===== src/rtl/hds_ram.sv =====
// Generic single-write, single-read RAM with registered read data.
`timescale 1ns / 1ps

module hds_ram #(
  parameter int WIDTH = 16,
  parameter int DEPTH = 128
) (
  input  logic                     clk,
  input  logic                     we,
  input  logic [$clog2(DEPTH)-1:0] waddr,
  input  logic [WIDTH-1:0]         wdata,
  input  logic                     re,
  input  logic [$clog2(DEPTH)-1:0] raddr,
  output logic [WIDTH-1:0]         rdata
);

  logic [WIDTH-1:0] mem [DEPTH];

  // A read at the address being written returns the old contents.
  always_ff @(posedge clk) begin
    if (we) begin
      mem[waddr] <= wdata;
    end
    if (re) begin
      rdata <= mem[raddr];
    end
  end

endmodule

===== config.mk =====
export PLATFORM = sky130hd
export DESIGN_NAME = hds_ram
export DESIGN_NICKNAME = d
export VERILOG_FILES = /design/src/rtl/hds_ram.sv
export SDC_FILE = /design/constraint.sdc
export NUM_CORES = 2
export LEC_CHECK = 0
export BUFFER_PORTS_ARGS = -buffer_cell sky130_fd_sc_hd__buf_4
export CORE_ASPECT_RATIO = 0.7
export CORE_UTILIZATION = 60
export DETAILED_ROUTE_END_ITERATION = 7
export HOLD_SLACK_MARGIN = 0.02
export PLACE_DENSITY_LB_ADDON = 0.08
export SETUP_SLACK_MARGIN = 0.1
export SYNTH_ARGS = -nofsm -noshare
export SYNTH_HDL_FRONTEND = slang
export SYNTH_SLANG_ARGS = --single-unit

===== constraint.sdc =====
create_clock -name clk -period 4.4 [get_ports clk]
set_clock_uncertainty 0.1 [all_clocks]
set_input_delay 0.22 -clock clk [delete_from_list [all_inputs] [get_ports clk]]
set_output_delay 0.22 -clock clk [all_outputs]
set_load 0.02 [all_outputs]

== After elaboration in Yosys (flattened, before gate mapping) ==
Memories as Yosys holds them, arrays and structs flattened. A register that Yosys moved wholly into a read port is not among the register bits.
Index checks and enable logic that the tools add are counted.
Operators by class
  muxes and demuxes: 2
Operator list (number)
  $mux 1: 2
Word-level totals
  memories: 1
  word-level logic and storage cells: 3
  input bits: 33
  bits in registers: 0
  RAM bits: 2048
Memory list
  mem: words 128, bits a word 16, read ports 1, clocked after Yosys merged registers in 1, write ports 1, line 17  | logic [WIDTH-1:0] mem [DEPTH];

== Logic depth before layout (Yosys ltp) ==
  depth after elaboration: 2
  depth in mapped cells: 7

== Worst setup path before layout ==
No wires, ideal clock.
  path type: in2reg
  start: input port raddr[0]
  end: register rdata[0] (read register of mem) (data pin)
  setup time: 0.260 ns
  arrival time: 2.595 ns
  setup slack: 1.446 ns
  stages on the path: 6
  data required time: 4.040 ns
  cells stage by stage: buf_2 -> buf_1 -> mux4_2 -> mux4_2 -> mux4_2 -> mux2_2
RTL lines
  start: declaration: line 13  | input logic [$clog2(DEPTH)-1:0] raddr,
  end: declaration: line 14  | output logic [WIDTH-1:0] rdata

== Worst setup path in the final report ==
  start: input port waddr[1]
  end: memory mem[25][1] (enable)
RTL lines
  start: declaration: line 10  | input logic [$clog2(DEPTH)-1:0] waddr,
  end: declaration: line 17
Straight into the memory's write port.

==> flow_summary.json <==
{
  "sequentialPowerShare": 0.558,
  "r2r_setup_slack_ns": 1.65,
  "setup_total_negative_slack_ns": 0,
  "synth_largest_area_cell": "sky130_fd_sc_hd__edfxtp_1",
  "drt_first_iter_violations": 4726,
  "grt_util_all_layers": 0.295,
  "cts_tree": "yes",
  "cp.required_ns": 4.79,
  "gp_congestion": 0.825,
  "clock_transition_at_the_registers_of_the_reported_paths_ns": 0.07,
  "synth-seq-cells": 2064,
  "cts.sink_count": 2064,
  "placement.io_buffers": 48,
  "cpLargestDelayFamily": "buffers and inverters",
  "worst_hold_path_class": "primary input to flip-flop",
  "leakagePower_nw": 27.3,
  "cts_post_setup_buffers_inserted": 0,
  "whs_ns": 0.142,
  "clk_path_buf_depth": 3,
  "net-switching-power_mw": 8.11,
  "power_switching_share": 0.208,
  "end_kind": "flip-flop",
  "power_frac_comb": 0.053,
  "rsz_0062_raised_after_global_routing": "false",
  "worstSetupPathType": "primary input to flip-flop",
  "cap_violations": 0,
  "yosysWarnings": 0,
  "critical_path.max_stage_delay_ns": 0.77,
  "core_region_area_um2": 129000,
  "routed_via_density": 6.77,
  "layout_min_cycle_time_ns": 2.83,
  "grt_pass1_vias": 35900,
  "global_route_wire_length_before_repair_um": 269000,
  "synth_area_per_cell_um2": 25.5,
  "top_level_pins": 49,
  "fp.dieArea_um2": 133000,
  "finalCritPeriodShare": 0.642,
  "wirelength_um": 190000,
  "route.detailed.drc": 0,
  "ys_types": 16,
  "fmax_ghz": 0.354,
  "tightest_slew_ns": 1.20,
  "cts_root_buffer": "sky130_fd_sc_hd__clkbuf_16",
  "yosysSeqAreaShare": 0.788,
  "top_fanout_value_on_the_critical_path": 10,
  "num_vias": 35700,
  "crit_top_cell": "sky130_fd_sc_hd__buf_4",
  "total_nets_final": 3421,
  "first_pass_iters": 6,
  "grt_antenna_before_repair": 20,
  "ratio_of_cells_with_drive_above_1_in_the_final_layout": 0.338,
  "leading_post_synthesis_cells_by_cell_area": "sky130_fd_sc_hd__edfxtp_1 (79%), sky130_fd_sc_hd__mux4_2 (19%), sky130_fd_sc_hd__nor2_1 (0.58%)",
  "number_of_buffer_and_inverter_instances_along_the_worst_setup_path": 4,
  "htreeDepth": 4,
  "worstSkewPairLatency_ns": 0.82,
  "numPlacedInstances": 4916,
  "power-per-cell-area_nw_per_um2": 442,
  "cts-buffers-inserted": 183,
  "detailedPlacementHpwl_um": 111000,
  "initial_core_utilization": 0.608,
  "peakVddDrop_uv": 425,
  "leftover_overflow_at_the_end_of_global_routing": 0,
  "status": "finished, final reports clean",
  "synthesis.instances": 3086,
  "synth_top_area_frac": 0.788,
  "worstSetupStartpointType": "primary input",
  "finish.cell_count_without_fillers": 5277,
  "synth_nets": 3119,
  "maximum_number_of_pins_on_one_net_before_global_route_repair": 94,
  "avgRoutedWirePerCell_um": 36.0,
  "report.final.slew_viol_count": 0,
  "crit_path_top_delay_cell": "sky130_fd_sc_hd__nor2_1",
  "placement_rows": 110,
  "area_delta_synth_final_pct": 12.2,
  "headroom_to_the_max_slew_limit": 0.202,
  "timing_hold_violations_final": 0,
  "mappedNetlistArea_um2": 78700,
  "crit_path_dat_ns": 3.22,
  "cell_int_power_mw": 30.9,
  "finalSetupViolations": 0,
  "power_frac_clock": 0.389,
  "die_y_um": 305,
  "cp_cell_sequence": "dlygate4sd3_1 > buf_4 > nor2_1 > nand3_1 > buf_4 > nor2_1 > buf_4",
  "die_width_um": 435,
  "route.antenna.remaining_nets": 0
}
-- flip-flops by register name (all words and copies together), names as in the netlist --
| name | count |
|---|---|
| rdata | 16 |
| mem | 2048 |
-- routing by layer --
layer,track usage,wire length [um],vias up
li1,-,-,14100
met1,0.443,75000,19300
met2,0.426,86300,2094
met3,0.0946,24700,242
met4,0.0750,3930,4
met5,0.0111,224,-
-- synth_stat cells (all sizes together) --
library cell / number
edfxtp: 2064
mux4: 672
nor2: 122
buf: 82
clkbuf: 82
mux2: 16
nand2: 14
nand3: 12
nor3: 9
nor2b: 7
nand4: 3
nand2b: 2
or3: 1
-- logic make-up (layout without fill, tap and decap cells) --
logic type,Yosys count,in the layout,share of synthesized area
other,0,7,0
AND/OR/NAND/NOR,170,170,0.00886
buffers and inverters,164,612,0.00879
flip-flops,2064,2064,0.788
multiplexers,688,688,0.195
-- what timing repair did --
| item | in CTS | in global routing |
|---|---|---|
| hold buffers | 23 | 0 |
| endpoints found under the hold margin | 992 | 0 |
| gates resized for setup | 0 | 0 |
-- final timing paths --
path | from | to | depth (start not counted)
min reg2reg | mem[36][9] | rdata[9] | 4
min | waddr[5] | mem[12][8] | 4
max reg2reg | mem[95][10] | rdata[10] | 4
max | waddr[1] | mem[25][1] | 7
-- tightest hold or removal path: stages --
cell	delay, ns
sky130_fd_sc_hd__buf_4	0.12
sky130_fd_sc_hd__nor2_1	0.12
sky130_fd_sc_hd__nand2_1	0.23
sky130_fd_sc_hd__nor2_1	0.17
-- power groups by stage --
stage                     sequential, mW  clock (mW)  combinational (mW)
final                               21.8        15.2                2.06
after floorplan                     22.2           0                1.06
after detailed placement            22.2           0                2.03
after CTS                           21.8        15.4                2.06
after global routing                21.8        16.1                2.16
after global placement              22.2           0                1.99
-- cell usage in the layout, fill, tap and decap left out --
cell	Yosys	layout
sky130_fd_sc_hd__edfxtp_1	2064	2064
sky130_fd_sc_hd__mux4_2	672	672
sky130_fd_sc_hd__buf_4	1	232
sky130_fd_sc_hd__clkbuf_16	0	187
sky130_fd_sc_hd__nor2_1	122	122
sky130_fd_sc_hd__clkbuf_1	82	47
sky130_fd_sc_hd__clkinv_1	0	45
sky130_fd_sc_hd__clkinv_2	0	28
sky130_fd_sc_hd__dlygate4sd3_1	0	23
sky130_fd_sc_hd__buf_12	0	22
sky130_fd_sc_hd__mux2_2	16	16
sky130_fd_sc_hd__nand2_1	14	14
sky130_fd_sc_hd__nand3_1	12	12
sky130_fd_sc_hd__nor3_2	0	9
sky130_fd_sc_hd__bufinv_16	0	9
sky130_fd_sc_hd__inv_6	0	8
sky130_fd_sc_hd__diode_2	0	7
sky130_fd_sc_hd__nor2b_1	7	7
sky130_fd_sc_hd__clkinvlp_4	0	5
sky130_fd_sc_hd__nand4_1	3	3
sky130_fd_sc_hd__buf_8	0	3
sky130_fd_sc_hd__nand2b_1	2	2
sky130_fd_sc_hd__clkinv_8	0	2
sky130_fd_sc_hd__or3_1	1	1
sky130_fd_sc_hd__buf_6	1	1
-- final cells by class --
cell class	count	area (um^2)
tap	1736	2170
sequential	2064	62000
clock inverter	97	719
clock buffer	234	4860
multi-input combinational	858	16100
timing repair buffer	281	2470
antenna	7	17.5
fill	7820	41100
-- per-stage QoR --
stage | util | power (mW) | worst slack (ns) | instance area (um^2)
5_1_grt | 0.682 | 40.0 | 1.50 | 88300
2_1_floorplan | - | 23.3 | 1.45 | 78700
3_3_place_gp | 0.637 | 24.2 | 0.755 | 82400
3_5_place_dp | 0.637 | 24.2 | 0.749 | 82400
6_report | 0.682 | 39.0 | 1.57 | 88300
4_1_cts | 0.682 | 39.2 | 1.62 | 88300
(Power assumes the default switching activity.)
